### config.mk
export PLATFORM = sky130hd
export DESIGN_NAME = emg_grip_controller
export DESIGN_NICKNAME = d
export VERILOG_FILES = /design/src/rtl/core/egc_pkg.sv /design/src/rtl/core/egc_front.sv /design/src/rtl/core/egc_queue.sv /design/src/rtl/core/egc_div.sv /design/src/rtl/core/egc_back.sv /design/src/rtl/core/emg_grip_controller.sv
export SDC_FILE = /design/constraint.sdc
export NUM_CORES = 1
export LEC_CHECK = 0
export ABC_AREA = 1
export BUFFER_PORTS_ARGS = -buffer_cell sky130_fd_sc_hd__clkbuf_2
export CAP_MARGIN = 20
export CORE_ASPECT_RATIO = 1.75
export CORE_MARGIN = 4
export CORE_UTILIZATION = 61
export DETAILED_ROUTE_END_ITERATION = 12
export PLACE_DENSITY = 0.91
export SYNTH_ARGS = -nofsm -noshare
export SYNTH_HDL_FRONTEND = slang
export SYNTH_HIERARCHICAL = 1
export SYNTH_SLANG_ARGS = --single-unit
export TNS_END_PERCENT = 20
### constraint.sdc
create_clock -name clk -period 7 [get_ports clk]
set_input_delay 1.4 -clock clk [delete_from_list [all_inputs] [get_ports clk]]
set_output_delay 1.4 -clock clk [all_outputs]
set_load 0.1 [all_outputs]
### src/rtl/core/egc_pkg.sv
// shared types, codes and constants of the grip controller
`default_nettype none

package egc_pkg;

    // fixed field widths
    localparam int LEVEL_W  = 10;
    localparam int ANGLE_W  = 8;
    localparam int MODE_W   = 2;
    localparam int ALPHA_W  = 8;
    localparam int COUNT_W  = 16;
    localparam int OFFSET_W = 10;

    // filter gain is in 1/256 units
    localparam int ALPHA_FRAC = 8;

    // configuration port
    localparam int APB_DATA_W = 32;
    localparam int APB_ADDR_W = 4;
    localparam logic [1:0] REG_ALPHA  = 2'd0;
    localparam logic [1:0] REG_CALIB  = 2'd1;
    localparam logic [1:0] REG_LOW    = 2'd2;
    localparam logic [1:0] REG_HIGH   = 2'd3;

    // register reset values
    localparam logic [ALPHA_W-1:0]  ALPHA_RST  = 8'd26;
    localparam logic [COUNT_W-1:0]  CALIB_RST  = 16'd5000;
    localparam logic [OFFSET_W-1:0] LOW_RST    = 10'd10;
    localparam logic [OFFSET_W-1:0] HIGH_RST   = 10'd50;

    // grip modes
    localparam logic [MODE_W-1:0] MODE_CALIB   = 2'd0;
    localparam logic [MODE_W-1:0] MODE_REST    = 2'd1;
    localparam logic [MODE_W-1:0] MODE_PARTIAL = 2'd2;
    localparam logic [MODE_W-1:0] MODE_CLOSED  = 2'd3;

    // rest pose
    localparam logic [ANGLE_W-1:0] REST_PINKY  = 8'd30;
    localparam logic [ANGLE_W-1:0] REST_RING   = 8'd20;
    localparam logic [ANGLE_W-1:0] REST_MIDDLE = 8'd160;
    localparam logic [ANGLE_W-1:0] REST_INDEX  = 8'd0;
    localparam logic [ANGLE_W-1:0] REST_THUMB  = 8'd90;

    // closed pose (thumb keeps its held angle)
    localparam logic [ANGLE_W-1:0] CLOSED_PINKY  = 8'd90;
    localparam logic [ANGLE_W-1:0] CLOSED_RING   = 8'd160;
    localparam logic [ANGLE_W-1:0] CLOSED_MIDDLE = 8'd50;
    localparam logic [ANGLE_W-1:0] CLOSED_INDEX  = 8'd180;

    // proportional mapping: three distinct spans (60, 70, 90 degrees)
    localparam int LANES    = 3;
    localparam int LANE_60  = 0;
    localparam int LANE_70  = 1;
    localparam int LANE_90  = 2;
    localparam int GAIN_W   = 7;
    localparam int QUOT_W   = 7;
    localparam int NUM_W    = OFFSET_W + GAIN_W;

    // sample queue between filter and controller
    localparam int QUEUE_DEPTH = 2;

    function automatic logic [GAIN_W-1:0] lane_gain(input int lane);
        logic [GAIN_W-1:0] g;
        unique case (lane)
            LANE_60: g = 7'd60;
            LANE_70: g = 7'd70;
            default: g = 7'd90;
        endcase
        return g;
    endfunction

    typedef struct packed {
        logic                start;
        logic [OFFSET_W-1:0] delta;
        logic [OFFSET_W-1:0] divisor;
    } div_req_t;

    typedef struct packed {
        logic                         done;
        logic [LANES-1:0][QUOT_W-1:0] quot;
    } div_rsp_t;

    typedef struct packed {
        logic [MODE_W-1:0]  mode;
        logic [LEVEL_W-1:0] level;
        logic [ANGLE_W-1:0] pinky;
        logic [ANGLE_W-1:0] ring;
        logic [ANGLE_W-1:0] middle;
        logic [ANGLE_W-1:0] index;
        logic [ANGLE_W-1:0] thumb;
    } result_t;

endpackage

`default_nettype wire

### src/rtl/core/egc_front.sv
// front end: takes samples and runs the exponential smoothing filter
`default_nettype none

module egc_front
    import egc_pkg::*;
#(
    parameter int SAMPLE_BITS   = 10,
    parameter int FRACTION_BITS = 8
) (
    input  wire logic                   clk,
    input  wire logic                   rst_n,
    input  wire logic                   push,
    output logic                        full,
    input  wire logic [SAMPLE_BITS-1:0] emg_sample,
    input  wire logic [ALPHA_W-1:0]     alpha_q8,
    input  wire logic                   q_full,
    output logic                        q_push,
    output logic [SAMPLE_BITS-1:0]      q_level
);

    localparam int FW = SAMPLE_BITS + FRACTION_BITS;
    localparam int PW = FW + ALPHA_W + 2;

    localparam logic [1:0] F_IDLE = 2'd0;
    localparam logic [1:0] F_MUL  = 2'd1;
    localparam logic [1:0] F_UPD  = 2'd2;

    logic [1:0]             state_reg, state_next;
    logic [SAMPLE_BITS-1:0] x_reg, x_next;
    logic [FW-1:0]          fl_reg, fl_next;
    logic signed [PW-1:0]   prod_reg, prod_next;

    logic signed [FW:0]     diff;
    logic signed [FW+1:0]   upd;

    // alpha * (sample - level), then level + that / 256 with floor
    always_comb
    begin
        diff = $signed({1'b0, x_reg, {FRACTION_BITS{1'b0}}}) - $signed({1'b0, fl_reg});
        upd  = $signed({2'b00, fl_reg}) + $signed(prod_reg[PW-1:ALPHA_FRAC]);
    end

    assign full    = (state_reg != F_IDLE);
    assign q_push  = (state_reg == F_UPD) && !q_full;
    assign q_level = upd[FW-1:FRACTION_BITS];

    // sequencer
    always_comb
    begin
        state_next = state_reg;
        x_next     = x_reg;
        fl_next    = fl_reg;
        prod_next  = prod_reg;
        unique case (state_reg)
            F_IDLE:
            begin
                if (push)
                begin
                    x_next     = emg_sample;
                    state_next = F_MUL;
                end
            end
            F_MUL:
            begin
                prod_next  = $signed({1'b0, alpha_q8}) * diff;
                state_next = F_UPD;
            end
            F_UPD:
            begin
                if (!q_full)
                begin
                    fl_next    = upd[FW-1:0];
                    state_next = F_IDLE;
                end
            end
            default:
            begin
                state_next = F_IDLE;
            end
        endcase
    end

    always_ff @(posedge clk or negedge rst_n)
    begin
        if (!rst_n)
        begin
            state_reg <= F_IDLE;
            fl_reg    <= '0;
        end
        else
        begin
            state_reg <= state_next;
            fl_reg    <= fl_next;
        end
    end

    // payload
    always_ff @(posedge clk)
    begin
        x_reg    <= x_next;
        prod_reg <= prod_next;
    end

endmodule

`default_nettype wire

### src/rtl/core/egc_queue.sv
// short queue of smoothed levels between front and back
`default_nettype none

module egc_queue
    import egc_pkg::*;
#(
    parameter int WIDTH = 10,
    parameter int DEPTH = 2
) (
    input  wire logic             clk,
    input  wire logic             rst_n,
    input  wire logic             wr_en,
    input  wire logic [WIDTH-1:0] wr_data,
    output logic                  q_full,
    input  wire logic             rd_en,
    output logic [WIDTH-1:0]      rd_data,
    output logic                  q_empty
);

    localparam int PTR_W = (DEPTH > 1) ? $clog2(DEPTH) : 1;
    localparam int CNT_W = $clog2(DEPTH + 1);
    localparam logic [PTR_W-1:0] LAST = PTR_W'(DEPTH - 1);

    logic [WIDTH-1:0] mem [DEPTH];
    logic [PTR_W-1:0] wr_ptr_reg, rd_ptr_reg;
    logic [CNT_W-1:0] count_reg;
    logic             do_wr, do_rd;

    assign q_full  = (count_reg == CNT_W'(DEPTH));
    assign q_empty = (count_reg == '0);
    assign do_wr   = wr_en && !q_full;
    assign do_rd   = rd_en && !q_empty;
    assign rd_data = mem[rd_ptr_reg];

    // storage
    always_ff @(posedge clk)
    begin
        if (do_wr)
        begin
            mem[wr_ptr_reg] <= wr_data;
        end
    end

    // pointers and fill count
    always_ff @(posedge clk or negedge rst_n)
    begin
        if (!rst_n)
        begin
            wr_ptr_reg <= '0;
            rd_ptr_reg <= '0;
            count_reg  <= '0;
        end
        else
        begin
            if (do_wr)
            begin
                wr_ptr_reg <= (wr_ptr_reg == LAST) ? '0 : wr_ptr_reg + 1'b1;
            end
            if (do_rd)
            begin
                rd_ptr_reg <= (rd_ptr_reg == LAST) ? '0 : rd_ptr_reg + 1'b1;
            end
            if (do_wr && !do_rd)
            begin
                count_reg <= count_reg + 1'b1;
            end
            else if (do_rd && !do_wr)
            begin
                count_reg <= count_reg - 1'b1;
            end
        end
    end

endmodule

`default_nettype wire

### src/rtl/core/egc_div.sv
// three-lane restoring divider for the proportional finger mapping
`default_nettype none

module egc_div
    import egc_pkg::*;
(
    input  wire logic     clk,
    input  wire logic     rst_n,
    input  wire div_req_t req,
    output div_rsp_t      rsp
);

    localparam int STEP_W = $clog2(QUOT_W);
    localparam logic [STEP_W-1:0] TOP_STEP = STEP_W'(QUOT_W - 1);

    logic                         busy_reg, done_reg;
    logic [STEP_W-1:0]            step_reg;
    logic [OFFSET_W-1:0]          divisor_reg;
    logic [LANES-1:0][NUM_W-1:0]  rem_reg;
    logic [LANES-1:0][QUOT_W-1:0] quot_reg;

    logic [NUM_W-1:0]             shifted;
    logic [LANES-1:0][NUM_W:0]    trial;

    // one quotient bit per lane per cycle, most significant first
    always_comb
    begin
        shifted = NUM_W'(divisor_reg) << step_reg;
        for (int l = 0; l < LANES; l++)
        begin
            trial[l] = {1'b0, rem_reg[l]} - {1'b0, shifted};
        end
    end

    assign rsp.done = done_reg;
    assign rsp.quot = quot_reg;

    always_ff @(posedge clk or negedge rst_n)
    begin
        if (!rst_n)
        begin
            busy_reg <= 1'b0;
            done_reg <= 1'b0;
            step_reg <= '0;
        end
        else
        begin
            done_reg <= 1'b0;
            if (req.start)
            begin
                busy_reg <= 1'b1;
                step_reg <= TOP_STEP;
            end
            else if (busy_reg)
            begin
                if (step_reg == '0)
                begin
                    busy_reg <= 1'b0;
                    done_reg <= 1'b1;
                end
                else
                begin
                    step_reg <= step_reg - 1'b1;
                end
            end
        end
    end

    // operands and partial results
    always_ff @(posedge clk)
    begin
        if (req.start)
        begin
            divisor_reg <= req.divisor;
            for (int l = 0; l < LANES; l++)
            begin
                rem_reg[l]  <= NUM_W'(req.delta) * NUM_W'(lane_gain(l));
                quot_reg[l] <= '0;
            end
        end
        else if (busy_reg)
        begin
            for (int l = 0; l < LANES; l++)
            begin
                if (!trial[l][NUM_W])
                begin
                    rem_reg[l]            <= trial[l][NUM_W-1:0];
                    quot_reg[l][step_reg] <= 1'b1;
                end
            end
        end
    end

endmodule

`default_nettype wire

### src/rtl/core/egc_back.sv
// back end: calibration, grip decision, finger angles and result register
`default_nettype none

module egc_back
    import egc_pkg::*;
#(
    parameter int SAMPLE_BITS = 10
) (
    input  wire logic                   clk,
    input  wire logic                   rst_n,
    input  wire logic                   q_empty,
    input  wire logic [SAMPLE_BITS-1:0] q_level,
    output logic                        q_pop,
    input  wire logic [COUNT_W-1:0]     calib_samples,
    input  wire logic [OFFSET_W-1:0]    low_offset,
    input  wire logic [OFFSET_W-1:0]    high_offset,
    output div_req_t                    div_req,
    input  wire div_rsp_t               div_rsp,
    input  wire logic                   pop,
    output logic                        empty,
    output result_t                     result
);

    localparam int DW = ((SAMPLE_BITS > LEVEL_W) ? SAMPLE_BITS : LEVEL_W) + 1;

    localparam logic [1:0] S_IDLE = 2'd0;
    localparam logic [1:0] S_EVAL = 2'd1;
    localparam logic [1:0] S_DIV  = 2'd2;
    localparam logic [1:0] S_DONE = 2'd3;

    logic [1:0]             state_reg, state_next;
    logic [SAMPLE_BITS-1:0] level_reg, level_next;
    logic [COUNT_W-1:0]     count_reg, count_next;
    logic                   calib_reg, calib_next;
    logic [LEVEL_W-1:0]     base_reg, base_next;
    logic [ANGLE_W-1:0]     hold_reg, hold_next;
    logic                   valid_reg, valid_next;
    result_t                work_reg, work_next;
    result_t                out_reg, out_next;

    logic signed [DW-1:0]   delta;
    logic                   out_free;

    assign delta = $signed(DW'(level_reg)) - $signed(DW'(base_reg));

    assign out_free = !valid_reg || pop;
    assign empty    = !valid_reg;
    assign result   = out_reg;
    assign q_pop    = (state_reg == S_IDLE) && !q_empty;

    assign div_req.start   = (state_reg == S_EVAL) && !calib_reg
                             && !(delta > $signed(DW'(high_offset)))
                             && (delta > $signed(DW'(low_offset)));
    assign div_req.delta   = delta[OFFSET_W-1:0];
    assign div_req.divisor = high_offset;

    // controller
    always_comb
    begin
        state_next = state_reg;
        level_next = level_reg;
        count_next = count_reg;
        calib_next = calib_reg;
        base_next  = base_reg;
        hold_next  = hold_reg;
        valid_next = valid_reg;
        work_next  = work_reg;
        out_next   = out_reg;

        if (pop && valid_reg)
        begin
            valid_next = 1'b0;
        end

        unique case (state_reg)
            S_IDLE:
            begin
                if (!q_empty)
                begin
                    level_next = q_level;
                    state_next = S_EVAL;
                end
            end
            S_EVAL:
            begin
                work_next.level  = LEVEL_W'(level_reg);
                work_next.pinky  = REST_PINKY;
                work_next.ring   = REST_RING;
                work_next.middle = REST_MIDDLE;
                work_next.index  = REST_INDEX;
                work_next.thumb  = REST_THUMB;
                state_next       = S_DONE;
                if (calib_reg)
                begin
                    // calibration: rest pose, baseline latched at the end
                    work_next.mode  = MODE_CALIB;
                    work_next.thumb = hold_reg;
                    if (count_reg < calib_samples)
                    begin
                        count_next = count_reg + 1'b1;
                    end
                    else
                    begin
                        calib_next = 1'b0;
                        base_next  = LEVEL_W'(level_reg);
                    end
                end
                else
                begin
                    priority if (delta > $signed(DW'(high_offset)))
                    begin
                        work_next.mode   = MODE_CLOSED;
                        work_next.pinky  = CLOSED_PINKY;
                        work_next.ring   = CLOSED_RING;
                        work_next.middle = CLOSED_MIDDLE;
                        work_next.index  = CLOSED_INDEX;
                        work_next.thumb  = hold_reg;
                    end
                    else if (delta > $signed(DW'(low_offset)))
                    begin
                        work_next.mode = MODE_PARTIAL;
                        state_next     = S_DIV;
                    end
                    else
                    begin
                        work_next.mode = MODE_REST;
                        hold_next      = REST_THUMB;
                    end
                end
            end
            S_DIV:
            begin
                // angles from the divider quotients
                if (div_rsp.done)
                begin
                    work_next.pinky  = REST_PINKY + ANGLE_W'(div_rsp.quot[LANE_60]);
                    work_next.ring   = REST_RING + ANGLE_W'(div_rsp.quot[LANE_70]);
                    work_next.middle = REST_MIDDLE - ANGLE_W'(div_rsp.quot[LANE_70]);
                    work_next.index  = REST_INDEX + ANGLE_W'(div_rsp.quot[LANE_90]);
                    work_next.thumb  = REST_THUMB + ANGLE_W'(div_rsp.quot[LANE_90]);
                    hold_next        = REST_THUMB + ANGLE_W'(div_rsp.quot[LANE_90]);
                    state_next       = S_DONE;
                end
            end
            S_DONE:
            begin
                if (out_free)
                begin
                    out_next   = work_reg;
                    valid_next = 1'b1;
                    state_next = S_IDLE;
                end
            end
            default:
            begin
                state_next = S_IDLE;
            end
        endcase
    end

    always_ff @(posedge clk or negedge rst_n)
    begin
        if (!rst_n)
        begin
            state_reg <= S_IDLE;
            count_reg <= '0;
            calib_reg <= 1'b1;
            base_reg  <= '0;
            hold_reg  <= REST_THUMB;
            valid_reg <= 1'b0;
        end
        else
        begin
            state_reg <= state_next;
            count_reg <= count_next;
            calib_reg <= calib_next;
            base_reg  <= base_next;
            hold_reg  <= hold_next;
            valid_reg <= valid_next;
        end
    end

    // payload
    always_ff @(posedge clk)
    begin
        level_reg <= level_next;
        work_reg  <= work_next;
        out_reg   <= out_next;
    end

endmodule

`default_nettype wire

### src/rtl/core/emg_grip_controller.sv
// path: filter (multiply, update), level queue, controller (evaluate, divide if flexing, done)
// flow: the filter takes one sample at a time and stalls on a full queue; the controller takes
// one item at a time, waiting on the 7-step three-lane divider in the flexing band and on a
// free result register on the output; a two-deep level queue sits between filter and controller
// reset: asynchronous active-low; filter level zero, calibrating, thumb held at 90 degrees,
// registers back to their defaults, level queue and result register empty
`default_nettype none

module emg_grip_controller
    import egc_pkg::*;
#(
    parameter int SAMPLE_BITS   = 10,
    parameter int FRACTION_BITS = 8
) (
    input  wire logic                   clk,
    input  wire logic                   rst_n,
    // sample side
    input  wire logic                   push,
    output logic                        full,
    input  wire logic [SAMPLE_BITS-1:0] emg_sample,
    // result side
    output logic                        empty,
    input  wire logic                   pop,
    output logic [MODE_W-1:0]           grip_mode,
    output logic [LEVEL_W-1:0]          smoothed_level,
    output logic [ANGLE_W-1:0]          pinky_angle,
    output logic [ANGLE_W-1:0]          ring_angle,
    output logic [ANGLE_W-1:0]          middle_angle,
    output logic [ANGLE_W-1:0]          index_angle,
    output logic [ANGLE_W-1:0]          thumb_angle,
    // configuration
    input  wire logic                   psel,
    input  wire logic                   penable,
    input  wire logic                   pwrite,
    input  wire logic [APB_ADDR_W-1:0]  paddr,
    input  wire logic [APB_DATA_W-1:0]  pwdata,
    output logic [APB_DATA_W-1:0]       prdata,
    output logic                        pready
);

    logic [ALPHA_W-1:0]     alpha_reg;
    logic [COUNT_W-1:0]     calib_reg;
    logic [OFFSET_W-1:0]    low_reg;
    logic [OFFSET_W-1:0]    high_reg;
    logic                   cfg_wr;
    logic [1:0]             reg_sel;

    logic                   q_full, q_empty, q_push, q_pop;
    logic [SAMPLE_BITS-1:0] q_wr_level, q_rd_level;
    div_req_t               div_req;
    div_rsp_t               div_rsp;
    result_t                result;

    // register file
    assign pready  = 1'b1;
    assign reg_sel = paddr[3:2];
    assign cfg_wr  = psel && penable && pwrite && pready;

    always_ff @(posedge clk or negedge rst_n)
    begin
        if (!rst_n)
        begin
            alpha_reg <= ALPHA_RST;
            calib_reg <= CALIB_RST;
            low_reg   <= LOW_RST;
            high_reg  <= HIGH_RST;
        end
        else if (cfg_wr)
        begin
            unique case (reg_sel)
                REG_ALPHA: alpha_reg <= pwdata[ALPHA_W-1:0];
                REG_CALIB: calib_reg <= pwdata[COUNT_W-1:0];
                REG_LOW:   low_reg   <= pwdata[OFFSET_W-1:0];
                REG_HIGH:  high_reg  <= pwdata[OFFSET_W-1:0];
                default:   ;
            endcase
        end
    end

    always_comb
    begin
        unique case (reg_sel)
            REG_ALPHA: prdata = APB_DATA_W'(alpha_reg);
            REG_CALIB: prdata = APB_DATA_W'(calib_reg);
            REG_LOW:   prdata = APB_DATA_W'(low_reg);
            REG_HIGH:  prdata = APB_DATA_W'(high_reg);
            default:   prdata = '0;
        endcase
    end

    // filter front end
    egc_front #(
        .SAMPLE_BITS   (SAMPLE_BITS),
        .FRACTION_BITS (FRACTION_BITS)
    ) u_front (
        .clk        (clk),
        .rst_n      (rst_n),
        .push       (push),
        .full       (full),
        .emg_sample (emg_sample),
        .alpha_q8   (alpha_reg),
        .q_full     (q_full),
        .q_push     (q_push),
        .q_level    (q_wr_level)
    );

    // level queue
    egc_queue #(
        .WIDTH (SAMPLE_BITS),
        .DEPTH (QUEUE_DEPTH)
    ) u_queue (
        .clk     (clk),
        .rst_n   (rst_n),
        .wr_en   (q_push),
        .wr_data (q_wr_level),
        .q_full  (q_full),
        .rd_en   (q_pop),
        .rd_data (q_rd_level),
        .q_empty (q_empty)
    );

    // proportional mapping divider
    egc_div u_div (
        .clk   (clk),
        .rst_n (rst_n),
        .req   (div_req),
        .rsp   (div_rsp)
    );

    // controller back end
    egc_back #(
        .SAMPLE_BITS (SAMPLE_BITS)
    ) u_back (
        .clk           (clk),
        .rst_n         (rst_n),
        .q_empty       (q_empty),
        .q_level       (q_rd_level),
        .q_pop         (q_pop),
        .calib_samples (calib_reg),
        .low_offset    (low_reg),
        .high_offset   (high_reg),
        .div_req       (div_req),
        .div_rsp       (div_rsp),
        .pop           (pop),
        .empty         (empty),
        .result        (result)
    );

    assign grip_mode      = result.mode;
    assign smoothed_level = result.level;
    assign pinky_angle    = result.pinky;
    assign ring_angle     = result.ring;
    assign middle_angle   = result.middle;
    assign index_angle    = result.index;
    assign thumb_angle    = result.thumb;

    // checks
    a_closed_pose: assert property (@(posedge clk) disable iff (!rst_n)
        (!empty && grip_mode == MODE_CLOSED) |->
            (index_angle == CLOSED_INDEX && pinky_angle == CLOSED_PINKY))
        else $error("closed item with wrong finger pose");

    a_partial_range: assert property (@(posedge clk) disable iff (!rst_n)
        (!empty && grip_mode == MODE_PARTIAL) |->
            (pinky_angle >= REST_PINKY && pinky_angle <= CLOSED_PINKY
             && thumb_angle >= REST_THUMB && middle_angle >= CLOSED_MIDDLE))
        else $error("flexing item with finger angle outside its span");

    a_calib_pose: assert property (@(posedge clk) disable iff (!rst_n)
        (!empty && grip_mode == MODE_CALIB) |->
            (index_angle == REST_INDEX && middle_angle == REST_MIDDLE))
        else $error("calibration item not in rest pose");

    a_result_hold: assert property (@(posedge clk) disable iff (!rst_n)
        (!empty && !pop) |=> (!empty && $stable(result)))
        else $error("waiting item changed or dropped before it was taken");

endmodule

`default_nettype wire
==> metrics.md, run 1 <==
| Metric | Value |
|---|---|
| CP dominant cell by count | `inv_1` |
| Resized cells post-CTS | `0` |
| Max Slew Vio Count | `0` |
| Vias in the first global route | `25000` |
| Initial Utilization | `61.5%` |
| Post-Route WL | `77300 um` |
| Setup ws final | `811 ps` |
| Core area | `47700 sq um` |
| Worst Path Max Fanout | `6` |
| Post-synthesis sequential area ratio | `33.6%` |
| Avg Cell Area, Syn | `8.15 sq um` |
| Predominant post-synthesis flop cell | `edfxtp_1` |
| H-tree level count | `2` |
| Worst R2R Path Depth | `23` |
| Min-delay src | `u_back/work_reg[40]` |
| DP Worst Slack | `1020 ps` |
| DR pass1 iterations | `8` |
| Wire per inst | `17.9 um` |
| Port bufs | `104` |
| F_max | `0.162 GHz` |
| Netlist Area Pre-Place | `29400 sq um` |
| Most common cell after layout, fill and taps aside | `nand2_1` |
| Cell area after layout | `31400 sq um` |
| Max_slew headroom | `17.5%` |
| I/O pin cnt | `140` |
| Crit-path max cell delay | `680 ps` |
| Clock sinks | `353` |
| Worst slew pin tran | `1220 ps` |
| Initial antenna violation count | `10` |
| Slowest CP cell | `fa_1` |
| Yosys top cell by area | `edfxtp_1` |
| Post-synth EDFFs | `221` |
| Syn-to-layout area delta | `6.78%` |
| Grt total ovfl | `0` |
| Clk_lat worst skew | `550 ps` |
| Critical path launch point | `u_front/fl_reg[13]` |
| 1st-iter DRT viols | `2214` |
| Setup TNS | `0 ps` |
| Remaining antenna violation count | `0` |
| Arrival time worst endpoint | `6460 ps` |
| Die Y | `298 um` |
| Ratio of cells with drive above 1 in the final layout | `8.50%` |
| Clock Pin Slew Worst Setup and Hold Paths | `70 ps` |
| CTS tree | `done` |
| Worst reg2reg path startpoint | `u_front/fl_reg[13]` |
| HPWL after DPL | `60100 um` |
| Crit Path Class | `register to register` |
| Die area | `51900 sq um` |
| Period utilization | `88.4%` |
| Startpoint types | `register` |
| Hold WS | `395 ps` |
| Total GRT Usage | `29.5%` |
| Async SR Flop Fraction | `31.4%` |
| First-pass GRT wire length | `123000 um` |
| #FFs+latches synth | `353` |
| Endpoint class of the critical path | `register` |
| MaxCap Viol Count | `0` |
| Std-Cell Rows | `106` |
| Largest net degree at the start of global routing | `85` |
| Total number of vias | `24900` |
| Area after DPL | `30200 sq um` |
| Cell chosen for the clock root | `clkbuf_16` |
| RePlAce Congestion | `1.02` |
| Fin crit period | `6190 ps` |
| Worst path buffer plus inverter count | `6` |
| Post-CTS Setup Bufs | `0` |
| WP data required | `7280 ps` |
| Worst Hold Class | `register to register` |
| CTS max path bufs | `3` |
| Critical path, cell by cell | `inv_1, ha_1, a21oi_1, nand2_1, nand2_1, nand3_1, nor2_1, inv_2, nor2_1, inv_1, fa_1, inv_1, fa_1, fa_1, inv_1, fa_1, inv_1, ha_1, nand2_1, nor4_1, nand3_1, nand4_1, nand2_1` |
| # hold bufs at CTS | `0` |
| Synth top area cells | `edfxtp_1, ha_1, nand2_1` |
| Delay-heaviest family, CP | `adder cells` |
| Status | `finished, final reports clean` |
| WP depth | `23` |
| Worst Hold Path Cells | `0` |
| Setup-failing EPs final | `0` |
| Final Skew | `25.6 ps` |
| Chip width | `174 um` |
| DRC | `0` |
| Most frequent cells in the layout | `nand2_1, inv_1, ha_1` |
| RSZ-0062 raised after global routing | `no` |
| Num CTS Buffers | `36` |
| Synth warn | `6` |
| Nets | `4174` |
| Number of vias per cell | `5.78` |
| Final hold vios | `0` |
| Post-Synthesis Cells | `3604` |
| Area share of the largest cell type after synthesis | `22.6%` |
| Synth unique cells | `62` |
-- cells in the mapped netlist, drive strengths merged, types with 39 or more instances --
master  number
inv        584
nand4       39
nand3      238
nor2       283
a21oi      213
dfrtp       93
o21ai      167
edfxtp     221
fa         152
buf         70
ha         292
nand2      999
xor2        40
-- routing by layer --
| layer | GRT usage [%] | share of wire [%] | up-vias |
|---|---|---|---|
| li1 | - | - | 11700 |
| met1 | 29.6 | 33 | 11600 |
| met2 | 53.3 | 51 | 1136 |
| met3 | 4.57 | 5.9 | 432 |
| met4 | 23.9 | 9.8 | 6 |
| met5 | 0 | 0.044 | - |
-- through the flow --
step | utilization (%) | std cells
2_1_floorplan | - | 3619
3_3_place_gp | 63.2 | 4233
3_5_place_dp | 63.2 | 4233
4_1_cts | 65.7 | 4299
5_1_grt | 65.7 | 4301
6_report | 65.7 | 4305
-- worst reg2reg max path: cells and delay by family (launching register included) --
family / cells / cell delay (ps)
simple gates: 10 / 1680
flops: 1 / 410
buf+inv: 6 / 580
fa+ha+maj: 6 / 2920
compound gates: 1 / 320
-- layout make-up --
class                           count  area, sq um
Multi-Input combinational cell   2584        16800
Fill cell                        3656        16400
Sequential cell                   353         9860
Inverter                          585         2210
Clock buffer                       49          980
Tap cell                          594          743
Timing Repair Buffer              117          621
Clock inverter                     17          181
Antenna cell                        6         15.0
-- worst paths after layout --
kind / slack [ps] / endpoint
worst max-delay path: 810 / u_front/prod_reg[22]
worst min-delay path: 400 / u_back/result[40]
worst max register to register: 810 / u_front/prod_reg[22]
worst min register to register: 400 / u_back/result[40]
max in group asynchronous: 4740 / u_back/count_reg[9]
min in group asynchronous: 880 / u_back/hold_reg[7]
-- cell families after synthesis --
kind of cell / Yosys count / share of synthesized area [%]
and+or+nand+nor: 1625 / 23.9
buffers and inverters: 682 / 9.63
adders and majority gates: 444 / 22.8
AOI/OAI and AO/OA: 427 / 7.91
DFF: 353 / 33.6
xor gates and xnor gates: 71 / 2.19
other: 2 / 0.0256
Power of run 1 is not shown: default switching activity piles up to over one toggle a cycle in this logic, so the estimate is an artifact.
==> run 2, diff against run 1 <==
--- a/config.mk
+++ b/config.mk
@@ -12,7 +12,7 @@
 export CORE_MARGIN = 4
 export CORE_UTILIZATION = 61
 export DETAILED_ROUTE_END_ITERATION = 12
-export PLACE_DENSITY = 0.91
+export PLACE_DENSITY = 0.79
 export SYNTH_ARGS = -nofsm -noshare
 export SYNTH_HDL_FRONTEND = slang
 export SYNTH_HIERARCHICAL = 1
==> run 2 against run 1 <==
Global-route usage grew 0.40 points. Fmax shrank 0.82%. Non-clock buffer count grew 1. Routed wire length is essentially flat. Critical path depth grew 4. First-iteration DRC count shrank 36%. Sequential cell count is the same. Via count shrank 3.6%. Clock skew shrank 7.4 ps. Count of clock-buffer cells in the layout shrank 8. Register-to-register slack lost 50 ps. Critical path type unchanged. Largest cell class unchanged.
==> metrics.md, run 2 (synthesis results as in run 1) <==
| Metric | Value |
|---|---|
| CTS max path bufs | `3 (unchanged)` |
| Post-Route WL | `77300 um (about the same)` |
| Arrival time worst endpoint | `6510 ps (was 6460 ps)` |
| Worst Hold Class | `register to register (unchanged)` |
| Slowest CP cell | `fa_1 (unchanged)` |
| Total GRT Usage | `29.9% (was 29.5%)` |
| I/O pin cnt | `140 (unchanged)` |
| Initial antenna violation count | `9 (was 10)` |
| DR pass1 iterations | `6 (was 8)` |
| FILL cells | `4040 (was 3656)` |
| Syn-to-layout area delta | `6.76% (was 6.78%)` |
| Remaining antenna violation count | `0 (unchanged)` |
| Startpoint types | `register (unchanged)` |
| Number of vias per cell | `5.58 (was 5.78)` |
| Clock Pin Slew Worst Setup and Hold Paths | `70 ps (about the same)` |
| Nets | `4174 (unchanged)` |
| Die area | `51900 sq um (unchanged)` |
| Port bufs | `104 (unchanged)` |
| Ratio of cells with drive above 1 in the final layout | `8.61% (was 8.50%)` |
| Final hold vios | `0 (unchanged)` |
| Grt total ovfl | `0 (unchanged)` |
| Resized cells post-CTS | `0 (unchanged)` |
| RePlAce Congestion | `0.971 (was 1.02)` |
| Chip width | `174 um (unchanged)` |
| F_max | `0.160 GHz (was 0.162 GHz)` |
| RSZ-0062 raised after global routing | `no (unchanged)` |
| Num CTS Buffers | `35 (was 36)` |
| CTS tree | `done (unchanged)` |
| Core Util, Final | `65.7% (about the same)` |
| Endpoint class of the critical path | `register (unchanged)` |
| HPWL after DPL | `62400 um (was 60100 um)` |
| CP dominant cell by count | `inv_1 (unchanged)` |
| 1st-iter DRT viols | `1413 (was 2214)` |
| Initial Utilization | `61.5% (unchanged)` |
| MaxCap Viol Count | `0 (unchanged)` |
| Fin crit period | `6240 ps (was 6190 ps)` |
| First-pass GRT wire length | `123000 um (about the same)` |
| WP data required | `7270 ps (was 7280 ps)` |
| Die Y | `298 um (unchanged)` |
| Sequential Area | `9860 sq um (unchanged)` |
| Vias in the first global route | `24100 (was 25000)` |
| Wire per inst | `18.0 um (was 17.9 um)` |
| Crit-path max cell delay | `720 ps (was 680 ps)` |
| Most common cell after layout, fill and taps aside | `nand2_1 (unchanged)` |
| Core area | `47700 sq um (unchanged)` |
| Worst slew pin tran | `1200 ps (was 1220 ps)` |
| Status | `finished, final reports clean (unchanged)` |
| Max_slew headroom | `19.5% (was 17.5%)` |
| Final Skew | `18.2 ps (was 25.6 ps)` |
| Setup TNS | `0 ps (unchanged)` |
| Clock sinks | `353 (unchanged)` |
| Worst path buffer plus inverter count | `8 (was 6)` |
| DRC | `0 (unchanged)` |
| H-tree level count | `2 (unchanged)` |
| Max Slew Vio Count | `0 (unchanged)` |
| Delay-heaviest family, CP | `adder cells (unchanged)` |
| Post-CTS Setup Bufs | `0 (unchanged)` |
| Clk_lat worst skew | `550 ps (about the same)` |
| Std-Cell Rows | `106 (unchanged)` |
| Largest net degree at the start of global routing | `85 (unchanged)` |
| # hold bufs at CTS | `0 (unchanged)` |
| Crit Path Class | `register to register (unchanged)` |
| Worst Path Max Fanout | `6 (unchanged)` |
| Setup-failing EPs final | `0 (unchanged)` |
| Most frequent cells in the layout | `nand2_1, inv_1, ha_1 (unchanged)` |
| Total number of vias | `24000 (was 24900)` |
| Period utilization | `89.2% (was 88.4%)` |
| Multi-input logic area | `16800 sq um (unchanged)` |
| Cell chosen for the clock root | `clkbuf_16 (unchanged)` |
run 2: per-stage QoR:
| step | cells | hold slack, ps | worst slack (ps) | area (sq um) |
|---|---|---|---|---|
| after global placement | 4234 | 401 | 935 | 30200 |
| final | 4302 | 413 | 759 | 31400 |
| after CTS | 4297 | 418 | 829 | 31400 |
| after global routing | 4299 | 421 | 439 | 31400 |
| after detailed placement | 4234 | 405 | 853 | 30200 |
| after floorplan | 3619 | 400 | 1780 | 29400 |
run 2: cell type report:
cell class | count | share of cell area, %
multi-input combinational | 2584 | 53.5
sequential | 353 | 31.4
inverter | 585 | 7.04
clock buffer | 41 | 2.96
tap | 594 | 2.37
timing repair buffer | 118 | 2.00
clock inverter | 22 | 0.702
antenna | 5 | 0.0399
run 2: worst reg2reg max path: cells and delay by family, from the launching register on:
family | cells | cell delay (ps)
simple gates | 13 | 1740
buf+inv | 8 | 730
fa+ha+maj | 6 | 3150
flops | 1 | 340
run 2: final timing paths:
kind / from / to / slack, ps / cells after the start
worst max-delay path: u_front/fl_reg[12] / u_front/prod_reg[21] / 760 / 27
worst min-delay path: u_back/work_reg[43] / u_back/result[43] / 410 / 0
worst max register to register: u_front/fl_reg[12] / u_front/prod_reg[21] / 760 / 27
worst min register to register: u_back/work_reg[43] / u_back/result[43] / 410 / 0
max in group asynchronous: rst_n / calib_reg[14] / 4810 / 2
min in group asynchronous: rst_n / u_back/hold_reg[0] / 900 / 1
run 2: metal layers:
layer	vias up	part of all wire, %	GRT usage (%)
li1	11700	-	-
met1	11200	34	29.6
met2	750	53	56.0
met3	333	4.1	3.72
met4	8	9.4	22.3
met5	-	0.058	0
Power of run 2 is left out for the same reason.
==> run 3, diff against run 2 <==
--- a/config.mk
+++ b/config.mk
@@ -12,7 +12,7 @@
 export CORE_MARGIN = 4
 export CORE_UTILIZATION = 61
 export DETAILED_ROUTE_END_ITERATION = 12
-export PLACE_DENSITY = 0.79
+export PLACE_DENSITY = 0.84
 export SYNTH_ARGS = -nofsm -noshare
 export SYNTH_HDL_FRONTEND = slang
 export SYNTH_HIERARCHICAL = 1
==> run 3 against run 2 <==
Setup slack improved by 110 ps. Fmax increased by 1.7%. Global-route usage decreased by 0.80 points. Routed wire length decreased by 1.7%. First-iteration DRC count increased by 23%. Core utilization increased by 0.14 points. Via count increased by 0.27%. Critical path type unchanged. Critical endpoint unchanged. Highest routed layer unchanged.
==> metrics.md, run 3 (synthesis results as in run 1) <==
| Metric | Value |
|---|---|
| Worst Hold Class | `register to register (unchanged)` |
| FILL cells | `3865 (was 4040)` |
| Setup-failing EPs final | `0 (unchanged)` |
| Die Y | `298 um (unchanged)` |
| Slowest CP cell | `fa_1 (unchanged)` |
| Cell area after layout | `31400 sq um (about the same)` |
| Clock Pin Slew Worst Setup and Hold Paths | `70 ps (about the same)` |
| RSZ-0062 raised after global routing | `no (unchanged)` |
| Clock sinks | `353 (unchanged)` |
| Worst path buffer plus inverter count | `9 (was 8)` |
| Arrival time worst endpoint | `6400 ps (was 6510 ps)` |
| DRC | `0 (unchanged)` |
| Final Skew | `17.4 ps (was 18.2 ps)` |
| I/O pin cnt | `140 (unchanged)` |
| Multi-input logic area | `16800 sq um (unchanged)` |
| Total number of vias | `24100 (was 24000)` |
| Cell chosen for the clock root | `clkbuf_16 (unchanged)` |
| Syn-to-layout area delta | `6.99% (was 6.76%)` |
| WP data required | `7270 ps (about the same)` |
| Std-Cell Rows | `106 (unchanged)` |
| Ratio of cells with drive above 1 in the final layout | `8.65% (was 8.61%)` |
| Final hold vios | `0 (unchanged)` |
| Max_slew headroom | `26.3% (was 19.5%)` |
| Wire per inst | `17.7 um (was 18.0 um)` |
| R2R Setup Slk | `870 ps (was 760 ps)` |
| Chip width | `174 um (unchanged)` |
| Post-Route WL | `76100 um (was 77300 um)` |
| Remaining antenna violation count | `0 (unchanged)` |
| Layout Cells excl Fill | `4309 (was 4302)` |
| Die area | `51900 sq um (unchanged)` |
| Initial Utilization | `61.5% (unchanged)` |
| Crit Path Class | `register to register (unchanged)` |
| Delay-heaviest family, CP | `adder cells (unchanged)` |
| Nets | `4179 (was 4174)` |
| Vias in the first global route | `24500 (was 24100)` |
| Period utilization | `87.6% (was 89.2%)` |
| Post-CTS Setup Bufs | `0 (unchanged)` |
| RePlAce Congestion | `0.990 (was 0.971)` |
| Resized cells post-CTS | `0 (unchanged)` |
| Worst Hold Path Cells | `0 (unchanged)` |
| CTS max path bufs | `3 (unchanged)` |
| Port bufs | `104 (unchanged)` |
| Num CTS Buffers | `36 (was 35)` |
| Setup TNS | `0 ps (unchanged)` |
| Initial antenna violation count | `11 (was 9)` |
| Min-delay src | `u_back/work_reg[41] (was u_back/work_reg[43])` |
| RR Endpoint | `u_front/prod_reg[21] (unchanged)` |
| Max Slew Vio Count | `0 (unchanged)` |
| Number of vias per cell | `5.58 (about the same)` |
| Most frequent cells in the layout | `nand2_1, inv_1, ha_1 (unchanged)` |
| Clk_lat worst skew | `560 ps (was 550 ps)` |
| Hold Path End | `u_back/result[41] (was u_back/result[43])` |
| MaxCap Viol Count | `0 (unchanged)` |
| H-tree level count | `2 (unchanged)` |
| DR pass1 iterations | `7 (was 6)` |
| Endpoint class of the critical path | `register (unchanged)` |
| Area after DPL | `30200 sq um (about the same)` |
| Largest net degree at the start of global routing | `85 (unchanged)` |
| Fin crit period | `6130 ps (was 6240 ps)` |
| Startpoint types | `register (unchanged)` |
| Status | `finished, final reports clean (unchanged)` |
| Placed cells | `4238 (was 4234)` |
| CTS tree | `done (unchanged)` |
| Core area | `47700 sq um (unchanged)` |
| Grt total ovfl | `0 (unchanged)` |
| WP depth | `28 (was 27)` |
| Total GRT Usage | `29.1% (was 29.9%)` |
| HPWL after DPL | `60500 um (was 62400 um)` |
| Sequential Area | `9860 sq um (unchanged)` |
| Worst reg2reg path startpoint | `u_front/fl_reg[12] (unchanged)` |
| Worst slew pin tran | `1090 ps (was 1200 ps)` |
| Most common cell after layout, fill and taps aside | `nand2_1 (unchanged)` |
| F_max | `0.163 GHz (was 0.160 GHz)` |
| Worst R2R Path Depth | `28 (was 27)` |
| # hold bufs at CTS | `0 (unchanged)` |
| CP dominant cell by count | `inv_1 (unchanged)` |
| 1st-iter DRT viols | `1733 (was 1413)` |
| Worst Path Max Fanout | `6 (unchanged)` |
| Crit-path max cell delay | `700 ps (was 720 ps)` |
| First-pass GRT wire length | `121000 um (was 123000 um)` |
==> run 3: changes by cell type in the layout (fill, tap and decap cells not counted), sizes merged <==
cell,change
buf,+4
clkbuf,+3
bufinv,+1
clkinvlp,-1
diode,+1
clkinv,-2
inv,+1
==> run 3: area by class of cell <==
| class | instances | share of cell area, % |
|---|---|---|
| clock buffer | 44 | 3.03 |
| clock inverter | 21 | 0.740 |
| sequential | 353 | 31.4 |
| inverter | 585 | 7.03 |
| timing repair buffer | 122 | 2.09 |
| antenna | 6 | 0.0478 |
| tap | 594 | 2.36 |
| multi-input combinational | 2584 | 53.3 |
==> run 3: metal layers <==
metal,wire (um),up-vias,GRT usage [%]
met4,6720,10,21.4
met3,3760,314,4.29
met1,25000,11200,27.9
met5,69,-,0
met2,40500,818,55.2
li1,-,11700,-
==> run 3: through the flow <==
stage	utilization [%]	worst slack (ps)	hold WS (ps)
6_report	65.8	867	413
5_1_grt	65.8	393	426
4_1_cts	65.8	912	412
3_5_place_dp	63.3	929	405
3_3_place_gp	63.3	962	400
2_1_floorplan	-	1780	400
==> run 3: how the worst max path moves through the flow <==
stage          slack, ps                    to               start
2_1_floorplan       1780  u_front/prod_reg[21]  u_front/fl_reg[11]
3_3_place_gp         960  u_front/prod_reg[21]  u_front/fl_reg[12]
3_5_place_dp         930  u_front/prod_reg[21]  u_front/fl_reg[12]
4_1_cts              910  u_front/prod_reg[21]  u_front/fl_reg[11]
5_1_grt              390  u_front/prod_reg[21]  u_front/fl_reg[12]
6_report             870  u_front/prod_reg[21]  u_front/fl_reg[12]
Power of run 3 is left out for the same reason.
